[src/rtl/core/iamc_pkg.sv]
`default_nettype none
// ----------------------------------------------------------------------------
// Alarm mode controller package
// Shared types, codes and reset constants for the alarm mode controller.
// ----------------------------------------------------------------------------
package iamc_pkg;

  // Default widths of sensor vectors and countdown timer.
  localparam int SensorBitsDef = 8;
  localparam int TimerBitsDef  = 16;

  // Reset values of the delay registers, in poll ticks.
  localparam int EntryDelayReset = 30 * 1000;
  localparam int ExitDelayReset  = 10 * 1000;

  // Result transactions are padded up to whole bytes.
  localparam int OutDataW = 16;

  // Operation carried with each input transaction.
  typedef enum logic [1:0] {
    OP_POLL   = 2'd0,
    OP_PIN    = 2'd1,
    OP_ARM    = 2'd2,
    OP_DISARM = 2'd3
  } op_e;

  // Panel modes.
  typedef enum logic [2:0] {
    MODE_DAY        = 3'd0,
    MODE_WAIT_OPEN  = 3'd1,
    MODE_WAIT_CLOSE = 3'd2,
    MODE_PRE_ARM    = 3'd3,
    MODE_ARMED      = 3'd4,
    MODE_ENTRY      = 3'd5
  } mode_e;

  // Arm state change notices.
  typedef enum logic [1:0] {
    NOTICE_NONE     = 2'd0,
    NOTICE_ARMED    = 2'd1,
    NOTICE_DISARMED = 2'd2
  } notice_e;

  // Sounder commands.
  typedef enum logic [1:0] {
    TUNE_NONE    = 2'd0,
    TUNE_WARNING = 2'd1,
    TUNE_ARMING  = 2'd2,
    TUNE_STOP    = 2'd3
  } tune_e;

  // Configuration register indexes.
  typedef enum logic [1:0] {
    CFG_EXIT_MASK   = 2'd0,
    CFG_ENTRY_DELAY = 2'd1,
    CFG_EXIT_DELAY  = 2'd2
  } cfg_idx_e;

  // One result, mode in the lowest bits.
  typedef struct packed {
    tune_e   tune;
    notice_e notice;
    logic    motion;
    logic    triggered;
    logic    strobe;
    mode_e   mode;
  } result_t;

  localparam int ResultW = $bits(result_t);

endpackage
`default_nettype wire

[src/rtl/core/intruder_alarm_mode_controller_unit.sv]
`default_nettype none
// ----------------------------------------------------------------------------
// Intruder alarm mode controller
// Mode controller of an alarm panel: exit sequence, armed watch, entry
// countdown and alarm trigger.
// ----------------------------------------------------------------------------
// Usage:
//   Input transactions arrive on the s_axis channel: the operation (poll tick,
//   PIN, arm, disarm) in tuser, the sensor, tamper and live sensor vectors in
//   tdata. Every input transaction gives exactly one result transaction on
//   the m_axis channel carrying mode, strobe level, trigger pulse, motion
//   pulse, arm notice and sounder command.
//   Configuration writes use the cfg channel (index 0 exit door mask, 1 entry
//   delay, 2 exit delay), which is always ready; write only while idle.
//   A transaction accepted into the input register has its result loaded into
//   the output register, from which it is presented on the m_axis channel.
//   Throughput: one transaction per cycle while the receiver keeps taking
//   results; the mode update is a single pass of logic between the input
//   and output registers.
//   When the receiver stalls, the output register holds its result and the
//   input register still takes one more transaction before tready drops.
//   Reset puts the panel in day mode with the strobe off, the countdown at
//   zero and the registers at mask 1, entry delay 30000, exit delay 10000.
// ----------------------------------------------------------------------------
module intruder_alarm_mode_controller_unit
  import iamc_pkg::*;
#(
  parameter int SENSOR_BITS = SensorBitsDef,
  parameter int TIMER_BITS  = TimerBitsDef,
  localparam int InDataW    = ((3 * SENSOR_BITS + 7) / 8) * 8,
  localparam int CfgW       = (SENSOR_BITS > TIMER_BITS) ? SENSOR_BITS : TIMER_BITS
) (
  input  wire logic               clk_i,
  input  wire logic               rst_ni,
  // Input stream.
  input  wire logic               s_axis_tvalid,
  output logic                    s_axis_tready,
  // tdata: sensor_events, tamper_events, live_sensors (lowest first), zero pad
  input  wire logic [InDataW-1:0] s_axis_tdata,
  // tuser: operation
  input  wire logic [1:0]         s_axis_tuser,
  // Result stream.
  output logic                    m_axis_tvalid,
  input  wire logic               m_axis_tready,
  // tdata: mode[2:0], strobe_res, triggered, motion, armed_notice[1:0],
  //        tune_command[1:0], zero pad
  output logic [OutDataW-1:0]     m_axis_tdata,
  // Configuration writes.
  input  wire logic               cfg_valid_i,
  output logic                    cfg_ready_o,
  input  wire logic [1:0]         cfg_index_i,
  input  wire logic [CfgW-1:0]    cfg_data_i
);

  localparam int ItemW = 2 + 3 * SENSOR_BITS;

  logic [ItemW-1:0]       item_in;
  logic [ItemW-1:0]       item_q;
  logic                   item_valid;
  logic                   res_ready;
  logic                   fire;
  result_t                result;
  logic [ResultW-1:0]     result_q;
  logic [SENSOR_BITS-1:0] exit_mask;
  logic [TIMER_BITS-1:0]  entry_delay;
  logic [TIMER_BITS-1:0]  exit_delay;

  // Configuration is always accepted.
  assign cfg_ready_o = 1'b1;

  iamc_cfg_regs #(
    .SensorBits (SENSOR_BITS),
    .TimerBits  (TIMER_BITS),
    .CfgW       (CfgW)
  ) u_cfg (
    .clk_i         (clk_i),
    .rst_ni        (rst_ni),
    .wr_en_i       (cfg_valid_i),
    .wr_index_i    (cfg_index_i),
    .wr_data_i     (cfg_data_i),
    .exit_mask_o   (exit_mask),
    .entry_delay_o (entry_delay),
    .exit_delay_o  (exit_delay)
  );

  // Input register: operation in the low bits, then the three vectors.
  assign item_in = {s_axis_tdata[3*SENSOR_BITS-1:0], s_axis_tuser};

  iamc_pipe_reg #(
    .Width (ItemW)
  ) u_in_reg (
    .clk_i       (clk_i),
    .rst_ni      (rst_ni),
    .in_valid_i  (s_axis_tvalid),
    .in_ready_o  (s_axis_tready),
    .in_data_i   (item_in),
    .out_valid_o (item_valid),
    .out_ready_i (res_ready),
    .out_data_o  (item_q)
  );

  // A transaction is processed when it moves into the output register.
  assign fire = item_valid && res_ready;

  iamc_mode_core #(
    .SensorBits (SENSOR_BITS),
    .TimerBits  (TIMER_BITS)
  ) u_core (
    .clk_i         (clk_i),
    .rst_ni        (rst_ni),
    .fire_i        (fire),
    .op_i          (item_q[1:0]),
    .sensor_i      (item_q[2+:SENSOR_BITS]),
    .tamper_i      (item_q[2+SENSOR_BITS+:SENSOR_BITS]),
    .live_i        (item_q[2+2*SENSOR_BITS+:SENSOR_BITS]),
    .exit_mask_i   (exit_mask),
    .entry_delay_i (entry_delay),
    .exit_delay_i  (exit_delay),
    .result_o      (result)
  );

  // Output register.
  iamc_pipe_reg #(
    .Width (ResultW)
  ) u_out_reg (
    .clk_i       (clk_i),
    .rst_ni      (rst_ni),
    .in_valid_i  (item_valid),
    .in_ready_o  (res_ready),
    .in_data_i   (result),
    .out_valid_o (m_axis_tvalid),
    .out_ready_i (m_axis_tready),
    .out_data_o  (result_q)
  );

  assign m_axis_tdata = {{(OutDataW - ResultW){1'b0}}, result_q};

endmodule
`default_nettype wire

[src/rtl/core/iamc_pipe_reg.sv]
`default_nettype none
// ----------------------------------------------------------------------------
// Alarm mode controller pipeline register
// One valid/ready register stage that accepts a new transaction every cycle
// while the downstream side keeps taking them.
// ----------------------------------------------------------------------------
module iamc_pipe_reg #(
  parameter int Width = 8
) (
  input  wire logic             clk_i,
  input  wire logic             rst_ni,
  input  wire logic             in_valid_i,
  output logic                  in_ready_o,
  input  wire logic [Width-1:0] in_data_i,
  output logic                  out_valid_o,
  input  wire logic             out_ready_i,
  output logic [Width-1:0]      out_data_o
);

  logic             valid_q;
  logic [Width-1:0] data_q;

  // The stage can load when empty or when its content leaves this cycle.
  assign in_ready_o = !valid_q || out_ready_i;

  // Occupancy flag.
  always_ff @(posedge clk_i or negedge rst_ni) begin
    if (!rst_ni) begin
      valid_q <= 1'b0;
    end else if (in_ready_o) begin
      valid_q <= in_valid_i;
    end
  end

  // Payload.
  always_ff @(posedge clk_i) begin
    if (in_valid_i && in_ready_o) begin
      data_q <= in_data_i;
    end
  end

  assign out_valid_o = valid_q;
  assign out_data_o  = data_q;

endmodule
`default_nettype wire

[src/rtl/core/iamc_cfg_regs.sv]
`default_nettype none
// ----------------------------------------------------------------------------
// Alarm mode controller configuration registers
// Holds the exit door mask and the entry and exit delays.
// ----------------------------------------------------------------------------
module iamc_cfg_regs
  import iamc_pkg::*;
#(
  parameter int SensorBits = SensorBitsDef,
  parameter int TimerBits  = TimerBitsDef,
  parameter int CfgW       = TimerBitsDef
) (
  input  wire logic                  clk_i,
  input  wire logic                  rst_ni,
  input  wire logic                  wr_en_i,
  input  wire logic [1:0]            wr_index_i,
  input  wire logic [CfgW-1:0]       wr_data_i,
  output logic [SensorBits-1:0]      exit_mask_o,
  output logic [TimerBits-1:0]       entry_delay_o,
  output logic [TimerBits-1:0]       exit_delay_o
);

  logic [SensorBits-1:0] exit_mask_q;
  logic [TimerBits-1:0]  entry_delay_q;
  logic [TimerBits-1:0]  exit_delay_q;

  // Register writes; an unused index is dropped.
  always_ff @(posedge clk_i or negedge rst_ni) begin
    if (!rst_ni) begin
      exit_mask_q   <= SensorBits'(1);
      entry_delay_q <= TimerBits'(EntryDelayReset);
      exit_delay_q  <= TimerBits'(ExitDelayReset);
    end else if (wr_en_i) begin
      case (cfg_idx_e'(wr_index_i))
        CFG_EXIT_MASK:   exit_mask_q   <= wr_data_i[SensorBits-1:0];
        CFG_ENTRY_DELAY: entry_delay_q <= wr_data_i[TimerBits-1:0];
        CFG_EXIT_DELAY:  exit_delay_q  <= wr_data_i[TimerBits-1:0];
        default: ;
      endcase
    end
  end

  assign exit_mask_o   = exit_mask_q;
  assign entry_delay_o = entry_delay_q;
  assign exit_delay_o  = exit_delay_q;

endmodule
`default_nettype wire

[src/rtl/core/iamc_mode_core.sv]
`default_nettype none
// ----------------------------------------------------------------------------
// Alarm mode controller core
// Mode state machine, countdown and strobe; computes one result per
// transaction and commits the new state when that result is stored.
// ----------------------------------------------------------------------------
module iamc_mode_core
  import iamc_pkg::*;
#(
  parameter int SensorBits = SensorBitsDef,
  parameter int TimerBits  = TimerBitsDef
) (
  input  wire logic                  clk_i,
  input  wire logic                  rst_ni,
  input  wire logic                  fire_i,
  input  wire logic [1:0]            op_i,
  input  wire logic [SensorBits-1:0] sensor_i,
  input  wire logic [SensorBits-1:0] tamper_i,
  input  wire logic [SensorBits-1:0] live_i,
  input  wire logic [SensorBits-1:0] exit_mask_i,
  input  wire logic [TimerBits-1:0]  entry_delay_i,
  input  wire logic [TimerBits-1:0]  exit_delay_i,
  output result_t                    result_o
);

  mode_e                mode_q, mode_d;
  logic [TimerBits-1:0] count_q, count_d;
  logic                 strobe_q, strobe_d;
  logic [TimerBits-1:0] count_dec;
  logic                 count_zero;
  logic                 any_event;
  logic                 entry_event;
  logic                 door_open;

  // Countdown step that holds at zero.
  assign count_dec   = (count_q != '0) ? count_q - TimerBits'(1) : count_q;
  assign count_zero  = (count_dec == '0);
  assign any_event   = (sensor_i != '0) || (tamper_i != '0);
  assign entry_event = ((sensor_i & exit_mask_i) != '0) && (tamper_i == '0);
  assign door_open   = ((live_i & exit_mask_i) != '0);

  // Next state and result.
  always_comb begin
    mode_d             = mode_q;
    count_d            = count_q;
    strobe_d           = strobe_q;
    result_o.triggered = 1'b0;
    result_o.motion    = 1'b0;
    result_o.notice    = NOTICE_NONE;
    result_o.tune      = TUNE_NONE;
    case (op_e'(op_i))
      OP_POLL: begin
        result_o.motion = any_event;
        case (mode_q)
          MODE_ARMED: begin
            if (any_event) begin
              if (entry_event) begin
                mode_d        = MODE_ENTRY;
                count_d       = entry_delay_i;
                result_o.tune = TUNE_WARNING;
              end else begin
                strobe_d           = 1'b1;
                result_o.triggered = 1'b1;
              end
            end
          end
          MODE_ENTRY: begin
            count_d = count_dec;
            if (count_zero) begin
              strobe_d           = 1'b1;
              result_o.triggered = 1'b1;
            end
          end
          MODE_WAIT_OPEN: begin
            if (door_open) begin
              mode_d = MODE_WAIT_CLOSE;
            end
          end
          MODE_WAIT_CLOSE: begin
            if (!door_open) begin
              mode_d        = MODE_PRE_ARM;
              count_d       = exit_delay_i;
              result_o.tune = TUNE_ARMING;
            end
          end
          MODE_PRE_ARM: begin
            count_d = count_dec;
            if (count_zero) begin
              mode_d          = MODE_ARMED;
              result_o.tune   = TUNE_STOP;
              result_o.notice = NOTICE_ARMED;
            end
          end
          default: ;
        endcase
      end
      OP_PIN: begin
        if (mode_q != MODE_DAY) begin
          strobe_d        = 1'b0;
          mode_d          = MODE_DAY;
          result_o.tune   = TUNE_STOP;
          result_o.notice = NOTICE_DISARMED;
        end else begin
          mode_d        = MODE_WAIT_OPEN;
          result_o.tune = TUNE_WARNING;
        end
      end
      OP_ARM: begin
        mode_d          = MODE_ARMED;
        result_o.notice = NOTICE_ARMED;
      end
      default: begin
        strobe_d        = 1'b0;
        mode_d          = MODE_DAY;
        result_o.notice = NOTICE_DISARMED;
      end
    endcase
    result_o.mode   = mode_d;
    result_o.strobe = strobe_d;
  end

  // State commits when the result moves into the output register.
  always_ff @(posedge clk_i or negedge rst_ni) begin
    if (!rst_ni) begin
      mode_q   <= MODE_DAY;
      count_q  <= '0;
      strobe_q <= 1'b0;
    end else if (fire_i) begin
      mode_q   <= mode_d;
      count_q  <= count_d;
      strobe_q <= strobe_d;
    end
  end

endmodule
`default_nettype wire
[config.mk]
export PLATFORM = sky130hd
export DESIGN_NAME = intruder_alarm_mode_controller_unit
export DESIGN_NICKNAME = d
export VERILOG_FILES = /design/src/rtl/core/iamc_pkg.sv /design/src/rtl/core/intruder_alarm_mode_controller_unit.sv /design/src/rtl/core/iamc_pipe_reg.sv /design/src/rtl/core/iamc_cfg_regs.sv /design/src/rtl/core/iamc_mode_core.sv
export SDC_FILE = /design/constraint.sdc
export NUM_CORES = 1
export LEC_CHECK = 0
export ABC_AREA = 1
export BUFFER_PORTS_ARGS = -buffer_cell sky130_fd_sc_hd__buf_2
export CAP_MARGIN = 20
export CORE_MARGIN = 2
export CORE_UTILIZATION = 52
export CTS_CLUSTER_DIAMETER = 40
export DETAILED_ROUTE_END_ITERATION = 10
export GPL_TIMING_DRIVEN = 0
export PLACE_DENSITY = 0.88
export RECOVER_POWER = 25
export SYNTH_ARGS = -nofsm -noshare
export SYNTH_HDL_FRONTEND = slang
export SYNTH_HIERARCHICAL = 1
export SYNTH_SLANG_ARGS = --single-unit
export TNS_END_PERCENT = 5
[constraint.sdc]
create_clock -name clk_i -period 2.13 [get_ports clk_i]
set_input_delay 0.213 -clock clk_i [delete_from_list [all_inputs] [get_ports clk_i]]
set_output_delay 0.213 -clock clk_i [all_outputs]
set_load 0.01 [all_outputs]
# Yosys cells after proc, flatten, opt, wreduce, memory -nomap -nowiden
# Cells that the tools add are included.
# classes
addsub	1
n_eq_ne	12
n_mux	33
n_bitwise	2
n_reduce_logical	24
# ops
operator	count
$mux W16	4
$pmux W16 S3	1
$reduce_bool A8 Y1	4
$and A8 B8 Y8	2
$logic_not A16 Y1	1
$reduce_bool A16 Y1	1
$sub A16 B1 Y16 const B	1
$mux W3	5
$pmux W2 S3	2
$pmux W3 S4	1
$mux W2	5
$mux W1	9
$pmux W3 S3	1
$logic_not A8 Y1	1
$eq A3 B2 Y1 const B	2
$eq A3 B3 Y1 const B	2
$reduce_and A2 Y1	3
$reduce_and A6 Y1	1
$reduce_bool A3 Y1	2
$eq A2 B1 Y1 const B	2
$eq A2 B2 Y1 const B	2
$logic_not A2 Y1	2
$mux W4	1
$ne A2 B1 Y1 const B	2
other kinds (9)	15
# word_totals
reg_bits	98
in_bits	49
output_inout_bits	19
elab_cells	83

# Logic depth before layout (Yosys ltp)
# logic_depth
ltp_word	7
ltp_mapped	17
depth_no_buf	17

# Hierarchy
# Netlist, hierarchy kept.
# by_module_without_submodules
module	n_inst	cells_per_inst	area_each_um2
iamc_mode_core	1	360	2052.0
iamc_cfg_regs	1	179	1796.7
iamc_pipe_reg (u_in_reg)	1	32	825.8
iamc_pipe_reg (u_out_reg)	1	16	345.3
intruder_alarm_mode_controller_unit	1	11	67.6

# Least setup slack after synthesis
# No wires, ideal clock.
# synth_timing
path_kind	reg2reg
startpoint	reg u_out_reg.valid_q, in the netlist u_out_reg/out_valid_o
endpoint	reg u_in_reg.data_q[0], in the netlist u_in_reg/out_data_o[0] (enable)
t_arrival_ns	1.866
required_time_ns	1.712
setup_slack_ns	-0.153
stages_incl_launch_ff	4
path_buffers	0
synth_period_minus_slack_ns	2.283
cell_sequence	dfrtp_1 nand2_1 inv_1 a21oi_1
# synth_via
elab_chain_len	4
# synth_lines
element	line	rtl
start: declaration	iamc_pipe_reg.sv:20	logic valid_q;
start signal: assignment	iamc_pipe_reg.sv:31	valid_q <= in_valid_i;
$logic_not A1 Y1	iamc_pipe_reg.sv:24	assign in_ready_o = !valid_q || out_ready_i;
$logic_or A1 B1 Y1	iamc_pipe_reg.sv:24	
via res_ready	intruder_alarm_mode_controller_unit.sv:60	logic res_ready;
$logic_or A1 B1 Y1	iamc_pipe_reg.sv:24	
$logic_and A1 B1 Y1	iamc_pipe_reg.sv:37	if (in_valid_i && in_ready_o) begin
end signal: assignment	iamc_pipe_reg.sv:38	data_q <= in_data_i;
end: declaration	iamc_pipe_reg.sv:21	logic [Width-1:0] data_q;
# The timed path passes the listed nets, and every way through them passes these cells.
# A chain may end at the register's enable or synchronous reset.

==> impl_metrics.tcl <==
set metrics [dict create \
    outcome "finished with violations" \
    violations "setup timing" \
    ioPinCount 68 \
    final-instance-count-excl-fill 834 \
    yosysTopAreaCell "dfrtp_1" \
    grt_pass1_vias 4197 \
    place_inst 795 \
    start_kind "flip-flop" \
    cts_tree "yes" \
    clockBufferDepth 2 \
    die_width_um 103 \
    grt_max_degree 44 \
    layout-drive-gt1-share_pct 29.5 \
    routedWlPerCell_um 15.1 \
    fin_util_pct 64.3 \
    root_buffer "clkbuf_8" \
    setup_violations 8 \
    path_delay_family "simple AND/OR/NAND/NOR gates" \
    vias 4553 \
    synth_seq_cells 98 \
    cp.arrival_ps 2430 \
    path_cells "inv_2 > ha_4 > nand2_8 > nor2_4 > nand3_2 > buf_2 > o21ai_0 > nand3_1 > nor2_1 > nand4_1 > o21ai_0" \
    critPathSlowestCell "dfrtp_1" \
    post-route-period-util_pct 105 \
    final.min_clock_period_ps 2230 \
    hold_path.class "in -> reg" \
    grt_usage_pct 23.9 \
    crit_path_max_fanout 8 \
    path_common_cell "o21ai_0" \
    num_rows 36 \
    leakage_uw 0.00285 \
    finalClockSkew_ps 14.4 \
    coreArea_um2 9640 \
    synth_seq_area_share_pct 52.1 \
    io_buffers 57 \
    area_growth_pct 21.8 \
    gp_congestion 0.906 \
    ant_nets 0 \
    grt_pass1_wl_um 19600 \
    crit_required_ps 2330 \
    path_buf_inv 2 \
    yosys-top-cells-count "nand2_1, dfrtp_1, nor2_1, inv_1, nand4_1" \
    yosysMostFrequentCell "nand2_1" \
    clk_pin_slew_worst_paths_ps 110 \
    vias_per_cell 5.46 \
    fin_ws_ps -104 \
    drcViolationCount 0 \
    drt_wl_total_um 12600 \
    worst_pin_slew_ps 1140 \
    fmax_mhz 448 \
    end_kind "flip-flop" \
    synth.distinct_cells 40 \
    netlist_instances 598 \
    critPathMaxStageDelay_ps 420 \
    fp.dieH_um 103 \
    drt_iter0_drc 344 \
    async_reset_ff_share_pct 63.3 \
    powerDensity_nw_per_um2 945 \
    ys.flop_type "dfrtp_1" \
    path_class "reg -> reg" \
    ys_top_cells_by_area "dfrtp_1, edfxtp_1, nand2_1" \
    cap_viol_max_count 0 \
    power_uw 5860 \
    netlist_area_um2 5090 \
    dr.pass1.iters 7 \
    place_hpwl_um 9100 \
    hold_violations 0 \
    clk_latency_ps 370 \
    slew_headroom_pct 23.7 \
    h-tree-depth 3 \
    synth.avg_cell_area_um2 8.51 \
    synth-edff-count 36 \
    yosys_warnings 6 \
    numCtsBuffers 9 \
    antenna_cells 0 \
    rsz0062_at_grt "yes" \
    gr-total-overflow 0 \
    finalNetCount 746 \
    die_area_um2 10600 \
    drv_slew 0 \
    start_util_pct 52.8 \
    antenna_found_initial 0 \
    synth_top_cell_area_share_pct 24.1 \
    cts.sinks 98 \
    irDropWorstVdd_mv 0.656 \
]
[kinds of logic (layout without fill, tap and decap cells)]
kind of cell	Yosys count	count (layout)	synth area share (%)
AND/OR/NAND/NOR	372	373	33.6
XOR/XNOR	3	3	0.517
AO/OA/AOI/OAI	49	49	5.85
buffers and inverters	73	170	7.57
other	2	7	0.148
adder cells (fa/ha/maj)	1	1	0.246
flip-flops	98	98	52.1
[path summary, 6_finish.rpt]
check                                                    start                                   to  slack (ps)  cells after the start
max                              u_core/count_q[1]$_DFFE_PN0P_    u_out_reg/out_data_o[6]$_DFFE_PP_        -100                     11
min                                           s_axis_tdata[23]    u_in_reg/out_data_o[25]$_DFFE_PP_          10                      1
max reg2reg                      u_core/count_q[1]$_DFFE_PN0P_    u_out_reg/out_data_o[6]$_DFFE_PP_        -100                     11
min reg2reg                u_cfg/entry_delay_o[14]$_DFFE_PN1P_  u_cfg/entry_delay_o[14]$_DFFE_PN1P_         480                      2
max in group asynchronous                               rst_ni   u_cfg/exit_delay_o[13]$_DFFE_PN1P_         690                      3
min in group asynchronous                               rst_ni         u_core/mode_q[2]$_DFFE_PN0P_         570                      2
[placed cells by master, fill, tap and decap left out, types with 8 or more instances in the layout]
cell	Yosys	routed
buf_2	9	66
buf_4	9	18
clkbuf_8	0	9
dfrtp_1	49	42
dfstp_2	13	10
dlygate4sd3_1	0	12
edfxtp_1	36	36
inv_1	41	37
nand2_1	210	199
nand2_2	25	34
nand3_1	33	28
nand4_1	38	38
nor2_1	43	29
nor2_2	3	8
nor2_4	2	11
o211ai_1	9	9
o21ai_0	21	20
[layer usage]
| layer | GRT usage (%) | wire (µm) | up-vias |
|---|---|---|---|
| met5 | 0 | 0 | - |
| met4 | 12.0 | 475 | 0 |
| met3 | 4.34 | 847 | 48 |
| met2 | 39.3 | 6250 | 231 |
| met1 | 30.6 | 5020 | 2101 |
| li1 | - | - | 2173 |
[sequential cells by signal (all words and copies together), names as in the netlist]
register               cells
u_in_reg/out_valid_o       1
u_core/count_q            16
u_in_reg/out_data_o       26
u_core/mode_q              3
u_cfg/exit_delay_o        16
u_out_reg/out_data_o      10
u_cfg/exit_mask_o          8
u_cfg/entry_delay_o       16
u_core/strobe_q            1
u_out_reg/out_valid_o      1
[what timing repair did]
action                                  in CTS  in global routing
pin swaps                                    3                 13
endpoints found under the setup margin      23                 28
buffers inserted                             4                  6
hold buffers                                11                  1
gates resized for setup                     13                 55
endpoints found under the hold margin       29                  1
gates cloned                                 1                  1
[metrics by stage]
| stage | setup TNS, ps | hold slack (ps) | cell area [µm²] | setup WS, ps |
|---|---|---|---|---|
| detailed placement | -3690 | 205 | 5600 | -418 |
| CTS | -25.8 | 0.176 | 5980 | -25.6 |
| global route | -1270 | 0.935 | 6200 | -197 |
| finish | -293 | 11.0 | 6200 | -104 |
| global placement | -2470 | 390 | 5560 | -332 |
| floorplan | 0 | -82.6 | 5110 | 55.6 |
[power breakdown]
group | internal, µW | switching (µW)
clock network | 459 | 704
logic | 743 | 1240
registers | 2350 | 364
total | 3550 | 2310
[cell type report]
class	instances	area [µm²]
fillers	767	3440
flip-flops and latches	98	2660
multi-input cells	433	2270
repair buffers	82	523
plain buffers	27	206
inverters	45	185
well taps	133	166
clock buffers	9	124
clock inverters	7	67.6
Power figures use the tool's default switching activity.
